--- src/rtl/core/rhc_pkg.sv ---
// Shared types and constants for the RGB to HSL converter.
package rhc_pkg;

  localparam int CHANNEL_BITS   = 8;
  localparam int HUE_BITS       = 13;
  localparam int HUE_PER_SECTOR = 960;
  localparam int HUE_FULL_TURN  = 6 * HUE_PER_SECTOR;
  localparam int HUE_Q_BITS     = $clog2(HUE_PER_SECTOR + 1);
  localparam int STEPS          = (HUE_Q_BITS > CHANNEL_BITS) ? HUE_Q_BITS : CHANNEL_BITS;
  localparam int DIV_W          = STEPS + CHANNEL_BITS;

  localparam logic [CHANNEL_BITS-1:0] FULL = '1;

  typedef enum logic [1:0] {
    SECTOR_RED,
    SECTOR_GREEN,
    SECTOR_BLUE
  } sector_t;

  typedef struct packed {
    logic [CHANNEL_BITS-1:0] red_in;
    logic [CHANNEL_BITS-1:0] green_in;
    logic [CHANNEL_BITS-1:0] blue_in;
  } pixel_t;

  typedef struct packed {
    logic [HUE_BITS-1:0]     hue_out;
    logic [CHANNEL_BITS-1:0] saturation_out;
    logic [CHANNEL_BITS-1:0] lightness_out;
  } hsl_t;

  typedef struct packed {
    logic                    valid;
    logic                    gray;
    sector_t                 sector;
    logic                    neg;
    logic [CHANNEL_BITS-1:0] lightness;
    logic [DIV_W-1:0]        hue_rem;
    logic [DIV_W-1:0]        hue_div;
    logic [STEPS-1:0]        hue_q;
    logic [DIV_W-1:0]        sat_rem;
    logic [DIV_W-1:0]        sat_div;
    logic [STEPS-1:0]        sat_q;
  } cell_data_t;

endpackage

--- src/rtl/core/rgb_to_hsl_convert_unit.sv ---
// Top level of the RGB to HSL converter: input stage, divider cell row, output stage.
// Path: each accepted pixel passes through 12 registers (input stage, 10 division cells,
// output register) on its way to hsl, moving only while not stalled.
// Throughput: one pixel per cycle; the row of division cells moves as one pipeline
// and holds whenever a waiting result is stalled.
// Reset clears every stage valid bit; payload registers are not reset.
module rgb_to_hsl_convert_unit
  import rhc_pkg::*;
(
  input  logic   clk,
  input  logic   rst,
  input  logic   pixel_valid,
  output logic   pixel_stall,
  input  pixel_t pixel,
  output logic   hsl_valid,
  input  logic   hsl_stall,
  output hsl_t   hsl
);

  logic       go;
  cell_data_t chain [STEPS+1];

  assign go          = !hsl_valid || !hsl_stall;
  assign pixel_stall = !go;

  rhc_front u_front (
    .clk         (clk),
    .rst         (rst),
    .go          (go),
    .pixel_valid (pixel_valid),
    .pixel       (pixel),
    .data        (chain[0])
  );

  for (genvar i = 0; i < STEPS; i++) begin : g_cell
    rhc_cell u_cell (
      .clk      (clk),
      .rst      (rst),
      .go       (go),
      .data_in  (chain[i]),
      .data_out (chain[i+1])
    );
  end

  rhc_back u_back (
    .clk       (clk),
    .rst       (rst),
    .go        (go),
    .data      (chain[STEPS]),
    .hsl_valid (hsl_valid),
    .hsl       (hsl)
  );

`ifndef SYNTHESIS
  a_hue_range: assert property (@(posedge clk) disable iff (rst)
    hsl_valid |-> (hsl.hue_out < HUE_BITS'(HUE_FULL_TURN)))
    else $error("hue out of range");

  a_accept_enters: assert property (@(posedge clk) disable iff (rst)
    (pixel_valid && !pixel_stall) |=> chain[0].valid)
    else $error("accepted item did not enter the pipeline");

  a_tail_delivers: assert property (@(posedge clk) disable iff (rst)
    (go && chain[STEPS].valid) |=> hsl_valid)
    else $error("finished item lost before the output register");

  a_gray_result: assert property (@(posedge clk) disable iff (rst)
    (go && chain[STEPS].valid && chain[STEPS].gray) |=>
      (hsl.hue_out == '0 && hsl.saturation_out == '0))
    else $error("gray pixel gave non-zero hue or saturation");
`endif

endmodule

--- src/rtl/core/rhc_front.sv ---
// Input stage: channel extremes, sector choice and divider operands.
module rhc_front
  import rhc_pkg::*;
(
  input  logic       clk,
  input  logic       rst,
  input  logic       go,
  input  logic       pixel_valid,
  input  pixel_t     pixel,
  output cell_data_t data
);

  logic [CHANNEL_BITS-1:0] r, g, b, mx, mn, chroma, den, lhs, rhs, mag;
  logic [CHANNEL_BITS:0]   sum, dev;
  sector_t                 sector;
  cell_data_t              data_next;

  always_comb begin
    r = pixel.red_in;
    g = pixel.green_in;
    b = pixel.blue_in;
    mx = r;
    mn = r;
    if (g > mx) mx = g;
    if (b > mx) mx = b;
    if (g < mn) mn = g;
    if (b < mn) mn = b;
    sum = {1'b0, mx} + {1'b0, mn};
    chroma = mx - mn;
    if (sum >= {1'b0, FULL}) begin
      dev = sum - {1'b0, FULL};
    end else begin
      dev = {1'b0, FULL} - sum;
    end
    den = FULL - dev[CHANNEL_BITS-1:0];
    if (r == mx) begin
      sector = SECTOR_RED;
    end else if (g == mx) begin
      sector = SECTOR_GREEN;
    end else begin
      sector = SECTOR_BLUE;
    end
    unique case (sector)
      SECTOR_RED: begin
        lhs = g;
        rhs = b;
      end
      SECTOR_GREEN: begin
        lhs = b;
        rhs = r;
      end
      SECTOR_BLUE: begin
        lhs = r;
        rhs = g;
      end
      default: begin
        lhs = '0;
        rhs = '0;
      end
    endcase
    mag = (lhs < rhs) ? (rhs - lhs) : (lhs - rhs);

    data_next.valid     = pixel_valid && !rst;
    data_next.gray      = (mx == mn);
    data_next.sector    = sector;
    data_next.neg       = (lhs < rhs);
    data_next.lightness = sum[CHANNEL_BITS:1];
    data_next.hue_rem   = DIV_W'(mag) * DIV_W'(HUE_PER_SECTOR);
    data_next.hue_div   = DIV_W'(chroma) << (STEPS - 1);
    data_next.hue_q     = '0;
    data_next.sat_rem   = (DIV_W'(chroma) << CHANNEL_BITS) - DIV_W'(chroma);
    data_next.sat_div   = DIV_W'(den) << (STEPS - 1);
    data_next.sat_q     = '0;
  end

  always_ff @(posedge clk) begin
    if (go || rst) begin
      data <= data_next;
    end
  end

endmodule

--- src/rtl/core/rhc_cell.sv ---
// One restoring division step for both the hue and the saturation quotient.
module rhc_cell
  import rhc_pkg::*;
(
  input  logic       clk,
  input  logic       rst,
  input  logic       go,
  input  cell_data_t data_in,
  output cell_data_t data_out
);

  cell_data_t data_next;
  logic       hue_fit, sat_fit;

  always_comb begin
    data_next = data_in;
    hue_fit = (data_in.hue_rem >= data_in.hue_div);
    sat_fit = (data_in.sat_rem >= data_in.sat_div);
    if (hue_fit) data_next.hue_rem = data_in.hue_rem - data_in.hue_div;
    if (sat_fit) data_next.sat_rem = data_in.sat_rem - data_in.sat_div;
    data_next.hue_q   = {data_in.hue_q[STEPS-2:0], hue_fit};
    data_next.sat_q   = {data_in.sat_q[STEPS-2:0], sat_fit};
    data_next.hue_div = data_in.hue_div >> 1;
    data_next.sat_div = data_in.sat_div >> 1;
    data_next.valid   = data_in.valid && !rst;
  end

  always_ff @(posedge clk) begin
    if (go || rst) begin
      data_out <= data_next;
    end
  end

endmodule

--- src/rtl/core/rhc_back.sv ---
// Output stage: sector offset, sign repair and the result register.
module rhc_back
  import rhc_pkg::*;
(
  input  logic       clk,
  input  logic       rst,
  input  logic       go,
  input  cell_data_t data,
  output logic       hsl_valid,
  output hsl_t       hsl
);

  logic [HUE_BITS-1:0] q, up, base, hue;
  hsl_t                hsl_next;

  always_comb begin
    q  = HUE_BITS'(data.hue_q);
    up = q + HUE_BITS'(data.hue_rem != '0);
    unique case (data.sector)
      SECTOR_RED:   base = data.neg ? HUE_BITS'(HUE_FULL_TURN) : '0;
      SECTOR_GREEN: base = HUE_BITS'(2 * HUE_PER_SECTOR);
      SECTOR_BLUE:  base = HUE_BITS'(4 * HUE_PER_SECTOR);
      default:      base = '0;
    endcase
    hue = data.neg ? (base - up) : (base + q);
    hsl_next.hue_out        = data.gray ? '0 : hue;
    hsl_next.saturation_out = data.gray ? '0 : data.sat_q[CHANNEL_BITS-1:0];
    hsl_next.lightness_out  = data.lightness;
  end

  always_ff @(posedge clk) begin
    if (rst) begin
      hsl_valid <= 1'b0;
    end else if (go) begin
      hsl_valid <= data.valid;
    end
    if (go) begin
      hsl <= hsl_next;
    end
  end

endmodule
--- config.mk ---
export PLATFORM = sky130hd
export DESIGN_NAME = rgb_to_hsl_convert_unit
export DESIGN_NICKNAME = d
export VERILOG_FILES = /design/src/rtl/core/rhc_pkg.sv /design/src/rtl/core/rgb_to_hsl_convert_unit.sv /design/src/rtl/core/rhc_front.sv /design/src/rtl/core/rhc_cell.sv /design/src/rtl/core/rhc_back.sv
export SDC_FILE = /design/constraint.sdc
export NUM_CORES = 1
export LEC_CHECK = 0
export ABC_AREA = 1
export ABC_CLOCK_PERIOD_IN_PS = 23900
export BUFFER_PORTS_ARGS = -buffer_cell sky130_fd_sc_hd__buf_2
export CAP_MARGIN = 20
export CORE_AREA = 2 2 280 282
export DETAILED_ROUTE_END_ITERATION = 6
export DIE_AREA = 0 0 282 284
export GPL_ROUTABILITY_DRIVEN = 0
export PLACE_DENSITY = 0.75
export SLEW_MARGIN = 20
export SYNTH_ARGS = -nofsm -noshare
export SYNTH_HDL_FRONTEND = slang
export SYNTH_SLANG_ARGS = --single-unit
--- constraint.sdc ---
create_clock -name clk -period 23.9 [get_ports clk]
set_input_delay 2.39 -clock clk [delete_from_list [all_inputs] [get_ports clk]]
set_output_delay 2.39 -clock clk [all_outputs]
set_load 0.05 [all_outputs]
==> impl_metrics.tcl, run 1 <==
set metrics [dict create \
    maxClockFrequency_ghz 0.0940 \
    wl_mm 62.1 \
    floorplan.core_area_um2 77000 \
    top_level_ports 59 \
    timing.max_cap.violations 0 \
    wire_per_inst_um 13.1 \
    grt_pass1_vias 23900 \
    ant_nets 0 \
    vias 24100 \
    grt.met2_usage_pct 29.6 \
    die-area_um2 80100 \
    ff2ff_setup_slack_ns 19.51 \
    tritoncts_num_sinks 736 \
    status "completed" \
    initial_utilization_pct 49.8 \
    final_core_util_pct 54.7 \
    synth_area_leader_cell "sky130_fd_sc_hd__edfxtp_1" \
    synth_top_cells_by_count "sky130_fd_sc_hd__edfxtp_1, sky130_fd_sc_hd__nand2_1, sky130_fd_sc_hd__inv_1" \
    worst-slew-pin-transition_ns 1.07 \
    ys_async_sr_fraction_pct 0 \
    setup_repair_after_global_routing_missed_its_margin "false" \
    critPathLaunch "pixel[23]" \
    share_of_yosys_cell_area_claimed_by_the_top_area_cell_type_pct 57.6 \
    post_route_cells_drive_above_1_share_pct 6.96 \
    first_iter_violations 1193 \
    finalPower_uw 6610 \
    detail_route.drc_violations 0 \
    area_of_the_multi_input_gates_um2 14000 \
    p_seq_share_pct 39.8 \
    drv_slew 0 \
    worstSetupEndpointType "flip-flop" \
    criticalPathCategory "in -> reg" \
    cts.htree.levels 3 \
    grt.met3_usage_pct 2.67 \
    core.rowCount 102 \
    die_w_um 282 \
    postSynthNetCount 3860 \
    fillerInstances 6314 \
    avgSynthCellArea_um2 10.8 \
    grt_use_met1_pct 17.6 \
    grt_max_degree 202 \
    switching_share_pct 37.3 \
    critical_path.startpoint_type "input port" \
    place.detailed.hpwl_mm 45.6 \
    worst_setup_hold_path_clk_slew_ns 0.07 \
    tritoncts "built" \
    synth_edf_count 735 \
    antenna_found_initial 0 \
    syn-cell-area_um2 38300 \
    port_buffers 58 \
    grt_overflow 0 \
    firstDrtPassIters 7 \
    synth_flop_cell "sky130_fd_sc_hd__edfxtp_1" \
    netlist-cell-type-count 65 \
    clock_tree.root_cell "sky130_fd_sc_hd__clkbuf_16" \
    busiest_grt_layer "met2" \
    cts-hold-fix-buffers 0 \
    area_delta_synth_final_pct 9.90 \
    critical_path_peak_fanout 29 \
    p_int_uw 4140 \
    sequential_cell_area_um2 22100 \
    regToRegEndpoint "g_cell[0].u_cell.data_out[100]" \
    crit_slowest_cell "sky130_fd_sc_hd__fa_1" \
    synth_seq_cells 736 \
    rr_startpoint "u_back.hsl_valid" \
    post_cts.repair.setup_buffers 0 \
    die_y_um 284 \
    grt_util_all_layers_pct 15.9 \
    pwr-share-clk_pct 17.0 \
    leakage_uw 0.0181 \
    fin_nets 3959 \
    synth-warning-count 0 \
    path_common_cell "sky130_fd_sc_hd__nand2_1" \
    clk_latency_ns 0.62 \
    ys_seq_area_share_pct 57.6 \
    synth.area.top_cells "sky130_fd_sc_hd__edfxtp_1, sky130_fd_sc_hd__ha_1, sky130_fd_sc_hd__nand2_1" \
    final_hold_viol_count 0 \
    slowest_delay_ns 0.49 \
    ir_worst_vdd_v 0.0000633 \
    power-per-cell-area_nw_per_um2 157 \
    finalClockSkew_ns 0.0258 \
    worst_slew_margin_relative_to_its_limit_pct 28.7 \
    synth_cells 3554 \
    cts_resized 0 \
    report.final.setup_viol 0 \
    totalNegativeSetupSlack_ns 0 \
    net_switching_power_of_the_design_uw 2470 \
    min_period_over_period_pct 44.5 \
    vias_per_cell 5.08 \
    synth.most_common_cell "sky130_fd_sc_hd__edfxtp_1" \
    total_cts_buffers 75 \
    worst_r2r_path_depth 7 \
    critical_path_arrival_ns 10.99 \
    data_required_time_at_the_worst_endpoint_ns 24.25 \
    crit_path_end "u_front.data[91]" \
    post-route-min-period_ns 10.64 \
    cts_max_path_bufs 3 \
    hold_path.class "reg -> reg" \
    power.share.combinational_pct 43.3 \
    grt_first_pass_wirelength_mm 107 \
]
-- state kept, by name, indices dropped and copies added, names as in the netlist --
register,count
u_back.hsl_valid,1
u_back.hsl,29
g_cell.u_cell.data_out,650
u_front.data,56
-- metal layers --
metal	vias to the layer above	part of all wire (%)
met1	11100	40
met3	172	4.2
li1	12400	-
met2	488	52
met4	0	3.6
met5	-	0
-- power by group through the flow --
stage	clock network (uW)	registers (uW)	logic (uW)
floorplan	0	2620	2240
global route	1200	2710	3280
global placement	0	2630	2720
detailed placement	0	2660	2830
finish	1120	2630	2860
CTS	1150	2630	2860
-- placed cells by master (no fill, tap or decap), types with 9 or more instances in the layout --
cell type                   netlist  layout
sky130_fd_sc_hd__edfxtp_1       735     735
sky130_fd_sc_hd__nand2_1        590     589
sky130_fd_sc_hd__inv_1          503     503
sky130_fd_sc_hd__nor2_1         286     286
sky130_fd_sc_hd__ha_1           245     245
sky130_fd_sc_hd__o21ai_0        216     216
sky130_fd_sc_hd__nand3_1        186     186
sky130_fd_sc_hd__a21oi_1        181     181
sky130_fd_sc_hd__xor2_1         137     137
sky130_fd_sc_hd__xnor2_1         82      82
sky130_fd_sc_hd__clkbuf_16        0      77
sky130_fd_sc_hd__buf_2            6      58
sky130_fd_sc_hd__fa_1            33      33
sky130_fd_sc_hd__nor4_1          32      32
sky130_fd_sc_hd__nor3_1          32      32
sky130_fd_sc_hd__nand4_1         31      31
sky130_fd_sc_hd__nand2_2         19      19
sky130_fd_sc_hd__nand3_2         18      18
sky130_fd_sc_hd__clkbuf_1        21      18
sky130_fd_sc_hd__a21o_1          15      15
sky130_fd_sc_hd__inv_2           13      13
sky130_fd_sc_hd__or2_2           13      13
sky130_fd_sc_hd__clkinv_1         0      13
sky130_fd_sc_hd__o21ai_1         12      12
sky130_fd_sc_hd__nand3b_1        12      12
sky130_fd_sc_hd__o31ai_1         10      10
sky130_fd_sc_hd__o21bai_1        10      10
sky130_fd_sc_hd__o21a_1           9       9
sky130_fd_sc_hd__clkinv_2         0       9
-- worst min path at each step --
| stage | from | to | cells past startpoint |
|---|---|---|---|
| floorplan | u_front.data[100] | g_cell[0].u_cell.data_out[100] | 0 |
| global placement | g_cell[8].u_cell.data_out[1] | g_cell[9].u_cell.data_out[2] | 0 |
| detailed placement | u_front.data[97] | g_cell[0].u_cell.data_out[97] | 0 |
| CTS | g_cell[8].u_cell.data_out[54] | g_cell[9].u_cell.data_out[55] | 0 |
| global route | g_cell[5].u_cell.data_out[0] | g_cell[6].u_cell.data_out[1] | 0 |
| finish | g_cell[8].u_cell.data_out[54] | g_cell[9].u_cell.data_out[55] | 0 |
-- layout make-up --
cell class | count | share of cell area, %
diodes | 1 | 0.00594
clock buffers | 95 | 4.74
clock inverters | 37 | 0.918
inverters | 516 | 4.60
multi-input cells | 2256 | 33.3
flip-flops and latches | 736 | 52.5
well taps | 1040 | 3.09
repair buffers | 68 | 0.906
-- through the flow --
stage / std cells / setup WS [ns] / hold WS, ns / area, um2
global route: 4748 / 12.18 / 0.416 / 42100
detailed placement: 4616 / 12.77 / 0.405 / 39700
floorplan: 3554 / 4.06 / 0.400 / 38300
global placement: 4616 / 13.03 / 0.401 / 39700
CTS: 4748 / 13.38 / 0.414 / 42100
finish: 4749 / 13.26 / 0.410 / 42100
-- kinds of logic after synthesis --
family	count (synthesis)	share of synthesized area [%]
adder cells (fa/ha/maj)	278	9.72
flip-flops	736	57.6
other	1	0.00979
AO/OA/AOI/OAI	508	7.38
AND/OR/NAND/NOR	1247	14.3
XOR/XNOR	221	5.09
multiplexers	1	0.0261
buffers and inverters	562	5.78
-- critical path: cells and delay by family --
family                   cells  cell delay (ns)
AO/OA/AOI/OAI                8             1.32
AND/OR/NAND/NOR             29             3.98
adder cells (fa/ha/maj)      7             2.46
XOR/XNOR                     1             0.08
buffers and inverters        6             0.76
No activity file was read; power rests on OpenSTA's default activity.
==> inputs of run 2 (changes only) <==
- ABC_CLOCK_PERIOD_IN_PS: 23900 -> 9200
- PLACE_DENSITY: 0.75 -> 0.78
- clock period: 23.9 -> 9.2 ns (I/O delays scaled with it)
==> impl_metrics.tcl, run 2 (same netlist as run 1, synthesis figures left out) <==
set metrics [dict create \
    grt_overflow 0 \
    place.detailed.hpwl_mm 46.3 \
    core.rowCount 102 \
    final_core_util_pct 54.8 \
    ir_worst_vdd_v 0.000185 \
    p_seq_share_pct 39.7 \
    grt_pass1_vias 24100 \
    hold_path.class "reg -> reg" \
    most-common-layout-cells "sky130_fd_sc_hd__edfxtp_1, sky130_fd_sc_hd__nand2_1, sky130_fd_sc_hd__inv_1" \
    post-route-min-period_ns 8.48 \
    max_flop_register "g_cell.u_cell.data_out" \
    vias_per_cell 5.19 \
    cts.htree.levels 3 \
    tritoncts "built" \
    slowest_delay_ns 0.52 \
    layout.cell_area.non_filler_um2 42200 \
    firstDrtPassIters 6 \
    largestRegisters "g_cell.u_cell.data_out x650, u_front.data x56, u_back.hsl x29" \
    setup_repair_after_global_routing_missed_its_margin "false" \
    worst_slew_margin_relative_to_its_limit_pct 31.0 \
    tritoncts_num_sinks 736 \
    status "completed" \
    num_antenna_cells 0 \
    drv_slew 0 \
    regToRegEndpoint "u_back.hsl[27]" \
    largest_register_ffs 650 \
    timing.max_cap.violations 0 \
    clk_latency_ns 0.60 \
    path_common_cell "sky130_fd_sc_hd__nand2_1" \
    post_route_cells_drive_above_1_share_pct 7.03 \
    wire_per_inst_um 13.6 \
    maxClockFrequency_ghz 0.118 \
    stdcell_count 4752 \
    cts_max_path_bufs 3 \
    critical_path.startpoint_type "input port" \
    fin_nets 3968 \
    die_y_um 284 \
    critical_path_peak_fanout 33 \
    cts-hold-fix-buffers 0 \
    layout.cells.most_common "sky130_fd_sc_hd__edfxtp_1" \
    placed_instances 4618 \
    area_delta_synth_final_pct 10.0 \
    top_level_ports 59 \
    power-per-cell-area_nw_per_um2 410 \
    final.setup.worst_slack_ns 0.717 \
    report.final.setup_viol 0 \
    area_of_the_multi_input_gates_um2 14100 \
    wl_mm 64.8 \
    die-area_um2 80100 \
    data_required_time_at_the_worst_endpoint_ns 9.54 \
    clock_tree.root_cell "sky130_fd_sc_hd__clkbuf_16" \
    crit_slowest_cell "sky130_fd_sc_hd__fa_1" \
    hold_path_depth 0 \
    hp-start "g_cell[5].u_cell.data_out[102]" \
    finalPower_uw 17300 \
    critical_path_arrival_ns 8.82 \
    final_hold_viol_count 0 \
    pwr-share-clk_pct 16.5 \
    p_int_uw 10700 \
    worstSetupEndpointType "flip-flop" \
    antenna_found_initial 1 \
    min_period_over_period_pct 92.2 \
    net_switching_power_of_the_design_uw 6520 \
    port_buffers 58 \
    post-place-ws_ns -0.0945 \
    worst_r2r_path_depth 18 \
    ant_nets 0 \
    end_point_of_the_most_critical_hold_path "g_cell[6].u_cell.data_out[102]" \
    worst-slew-pin-transition_ns 1.03 \
    placed_cell_area_um2 39800 \
    grt_first_pass_wirelength_mm 108 \
    criticalPathCategory "in -> reg" \
    vias 24600 \
    detail_route.drc_violations 0 \
    die_w_um 282 \
    leakage_uw 0.0181 \
    power.share.combinational_pct 43.7 \
    rr_startpoint "g_cell[9].u_cell.data_out[77]" \
    fillerInstances 6218 \
    grt_util_all_layers_pct 16.1 \
    total_cts_buffers 74 \
    sequential_cell_area_um2 22100 \
    worst_setup_hold_path_clk_slew_ns 0.06 \
    switching_share_pct 37.8 \
    ff2ff_setup_slack_ns 5.40 \
    first_iter_violations 1562 \
    initial_utilization_pct 49.8 \
    grt_max_degree 203 \
    floorplan.core_area_um2 77000 \
    finalClockSkew_ns 0.0279 \
]
-- run 2: power by group through the flow --
stage	logic, uW	clock network, uW	registers, uW
2_1_floorplan	5820	0	6800
3_3_place_gp	7070	0	6830
3_5_place_dp	7420	0	6910
4_1_cts	7510	2930	6860
5_1_grt	8570	3050	7050
6_report	7550	2860	6860
-- run 2: area by class of cell --
class                           count  area share, %
Clock buffer                       95           4.73
Clock inverter                     31          0.709
Inverter                          516           4.60
Sequential cell                   736           52.4
Multi-Input combinational cell   2256           33.4
Timing Repair Buffer               78           1.10
Tap cell                         1040           3.09
-- run 2: worst max-delay path by stage --
| stage | cells past startpoint | startpoint | slack (ns) | to |
|---|---|---|---|---|
| CTS | 54 | pixel[23] | 0.53 | u_front.data[91] |
| global route | 57 | pixel[17] | 0.02 | u_front.data[91] |
| detailed placement | 54 | pixel[23] | -0.09 | u_front.data[91] |
| floorplan | 49 | pixel[23] | 1.27 | u_front.data[91] |
| finish | 57 | pixel[17] | 0.72 | u_front.data[91] |
| global placement | 52 | pixel[23] | 0.24 | u_front.data[91] |
-- run 2: per-layer routing --
layer	part of all wire, %	track usage [%]
met1	39	17.8
met2	53	30.7
met3	4.1	2.21
met4	3.2	6.54
met5	0.011	0
-- run 2: metrics by stage --
step                TNS (ns)  hold slack [ns]
global placement           0            0.401
global route               0            0.394
floorplan                  0            0.400
detailed placement   -0.0981            0.405
CTS                        0            0.391
finish                     0            0.395
-- run 2: what timing repair did --
| item | CTS | global route |
|---|---|---|
| setup buffers | 0 | 8 |
| setup endpoints to repair | 0 | 3 |
| resized for setup | 0 | 7 |
-- run 2: worst max-delay path: cells and delay by family --
kind            cells  cell delay (ns)
xor+xnor            2             0.23
fa+ha+maj           7             2.39
compound gates      9             1.31
buf+inv             9             1.14
simple gates       30             2.77
==> inputs of run 3 (changes only) <==
- ABC_AREA: 1 -> 0
==> impl_metrics.tcl, run 3 <==
set metrics [dict create \
    synth_edf_count 735 \
    criticalPathCategory "in -> reg" \
    slowest_delay_ns 0.49 \
    post-route-min-period_ns 8.71 \
    wire_per_inst_um 14.2 \
    final_hold_viol_count 0 \
    max_flop_register "g_cell.u_cell.data_out" \
    layout.cells.most_common "sky130_fd_sc_hd__edfxtp_1" \
    netlist-cell-type-count 93 \
    share_of_yosys_cell_area_claimed_by_the_top_area_cell_type_pct 57.9 \
    crit_slowest_cell "sky130_fd_sc_hd__fa_1" \
    synth-warning-count 0 \
    synth.most_common_cell "sky130_fd_sc_hd__edfxtp_1" \
    cts.htree.levels 3 \
    clk_latency_ns 0.59 \
    hp-start "g_cell[5].u_cell.data_out[50]" \
    ff2ff_setup_slack_ns 5.03 \
    most-common-layout-cells "sky130_fd_sc_hd__edfxtp_1, sky130_fd_sc_hd__inv_1, sky130_fd_sc_hd__ha_1" \
    synth_area_in_compound_gates_pct 9.28 \
    ys_async_sr_fraction_pct 0 \
    die_y_um 284 \
    busiest_grt_layer "met2" \
    tritoncts_num_sinks 736 \
    maxClockFrequency_ghz 0.115 \
    cts_max_path_bufs 3 \
    initial_utilization_pct 49.5 \
    end_point_of_the_most_critical_hold_path "g_cell[6].u_cell.data_out[51]" \
    critical_path.startpoint_type "input port" \
    largest_register_ffs 650 \
    timing.max_cap.violations 0 \
    first_iter_violations 1096 \
    rr_startpoint "g_cell[9].u_cell.data_out[77]" \
    vias_per_cell 5.28 \
    drv_slew 0 \
    status "completed" \
    worst_r2r_path_depth 16 \
    yosys-mux-area-fraction_pct 3.98 \
    finalClockSkew_ns 0.0147 \
    grt_first_pass_wirelength_mm 103 \
    vias 22500 \
    regToRegEndpoint "u_back.hsl[27]" \
    synth_cells 3054 \
    area_delta_synth_final_pct 10.8 \
    place.detailed.hpwl_mm 43.7 \
    ant_nets 0 \
    min_period_over_period_pct 94.6 \
    grt_use_met1_pct 17.1 \
    synth_area_leader_cell "sky130_fd_sc_hd__edfxtp_1" \
    synth_top_cells_by_count "sky130_fd_sc_hd__edfxtp_1, sky130_fd_sc_hd__inv_1, sky130_fd_sc_hd__ha_1" \
    cts_resized 0 \
    synth_flop_cell "sky130_fd_sc_hd__edfxtp_1" \
    synth.area.top_cells "sky130_fd_sc_hd__edfxtp_1, sky130_fd_sc_hd__ha_1, sky130_fd_sc_hd__inv_1" \
    fin_nets 3486 \
    worstSetupEndpointType "flip-flop" \
    post_cts.repair.setup_buffers 0 \
    syn-cell-area_um2 38100 \
    die-area_um2 80100 \
    hold_path.class "reg -> reg" \
    core.rowCount 102 \
    simple_gate_area_share_of_the_yosys_netlist_pct 10.1 \
    top_level_ports 59 \
    grt_util_all_layers_pct 15.4 \
    final_core_util_pct 54.9 \
    firstDrtPassIters 5 \
    placed_cell_area_um2 40000 \
    largestRegisters "g_cell.u_cell.data_out x650, u_front.data x56, u_back.hsl x29" \
    data_required_time_at_the_worst_endpoint_ns 9.52 \
    setup_repair_after_global_routing_missed_its_margin "false" \
    detail_route.drc_violations 0 \
    report.final.setup_viol 0 \
    worst_setup_hold_path_clk_slew_ns 0.05 \
    hold_path_depth 0 \
    critical_path_peak_fanout 13 \
    critical_path_arrival_ns 9.03 \
    wl_mm 60.8 \
    grt_pass1_vias 22800 \
    ys_seq_area_share_pct 57.9 \
    postSynthNetCount 3360 \
    yosys.area_share.adder_pct 9.80 \
    layout.cell_area.non_filler_um2 42200 \
    cts-hold-fix-buffers 0 \
    grt_overflow 0 \
    clock_tree.root_cell "sky130_fd_sc_hd__clkbuf_16" \
    num_antenna_cells 0 \
    tritoncts "built" \
    totalNegativeSetupSlack_ns 0 \
    finalHoldWorstSlack_ns 0.411 \
    synth_xor_area_share_pct 5.05 \
    port_buffers 58 \
    grt.met3_usage_pct 2.15 \
    floorplan.core_area_um2 77000 \
    post_route_cells_drive_above_1_share_pct 10.4 \
    synth_seq_cells 736 \
    grt.met2_usage_pct 29.2 \
    total_cts_buffers 74 \
    die_w_um 282 \
    worst_slew_margin_relative_to_its_limit_pct 29.0 \
    grt_max_degree 211 \
    worst-slew-pin-transition_ns 1.06 \
    synth_top_family_by_area "simple AND/OR/NAND/NOR gates" \
    antenna_found_initial 0 \
    avgSynthCellArea_um2 12.5 \
]
==> run 3: layout make-up <==
type / instances / area [um2]
well taps: 1040 / 1300
fillers: 6110 / 34700
clock inverters: 33 / 259
inverters: 305 / 1140
repair buffers: 120 / 818
clock buffers: 92 / 1980
flip-flops and latches: 736 / 22100
multi-input cells: 1943 / 14600
==> run 3: worst max path at each step <==
stage              start          endpoint  slack [ns]  depth (start not counted)
3_3_place_gp   pixel[20]  u_front.data[91]        0.22                         41
6_report       pixel[23]  u_front.data[91]        0.49                         41
2_1_floorplan  pixel[21]  u_front.data[91]        0.02                         40
5_1_grt        pixel[23]  u_front.data[91]        0.05                         38
4_1_cts        pixel[20]  u_front.data[91]        0.57                         38
3_5_place_dp   pixel[20]  u_front.data[91]       -0.03                         38
==> run 3: per-layer routing <==
metal  part of all wire, %  wire (um)
met1                    40      24500
met2                    53      32500
met3                   3.3       2000
met4                   3.0       1810
met5                     0          0
==> run 3: worst max-delay path, delay by kind of cell <==
family	cells	cell delay [ns]
AND/OR/NAND/NOR	7	0.94
adder cells (fa/ha/maj)	6	1.98
multiplexers	4	1.03
XOR/XNOR	1	0.10
buffers and inverters	9	0.92
AO/OA/AOI/OAI	14	3.11
==> run 3: stage by stage <==
stage	worst slack (ns)	std cells
6_report	0.495	4269
4_1_cts	0.569	4269
3_5_place_dp	-0.0350	4144
3_3_place_gp	0.220	4144
2_1_floorplan	0.0166	3054
5_1_grt	0.0487	4269
==> run 3: logic make-up after synthesis <==
logic type / Yosys count
AND/OR/NAND/NOR: 759
flip-flops: 736
AO/OA/AOI/OAI: 545
buffers and inverters: 375
adder cells (fa/ha/maj): 279
XOR/XNOR: 220
multiplexers: 139
other: 1
Power of run 3 is not shown: default switching activity piles up to over one toggle a cycle in this logic, so the estimate is an artifact.
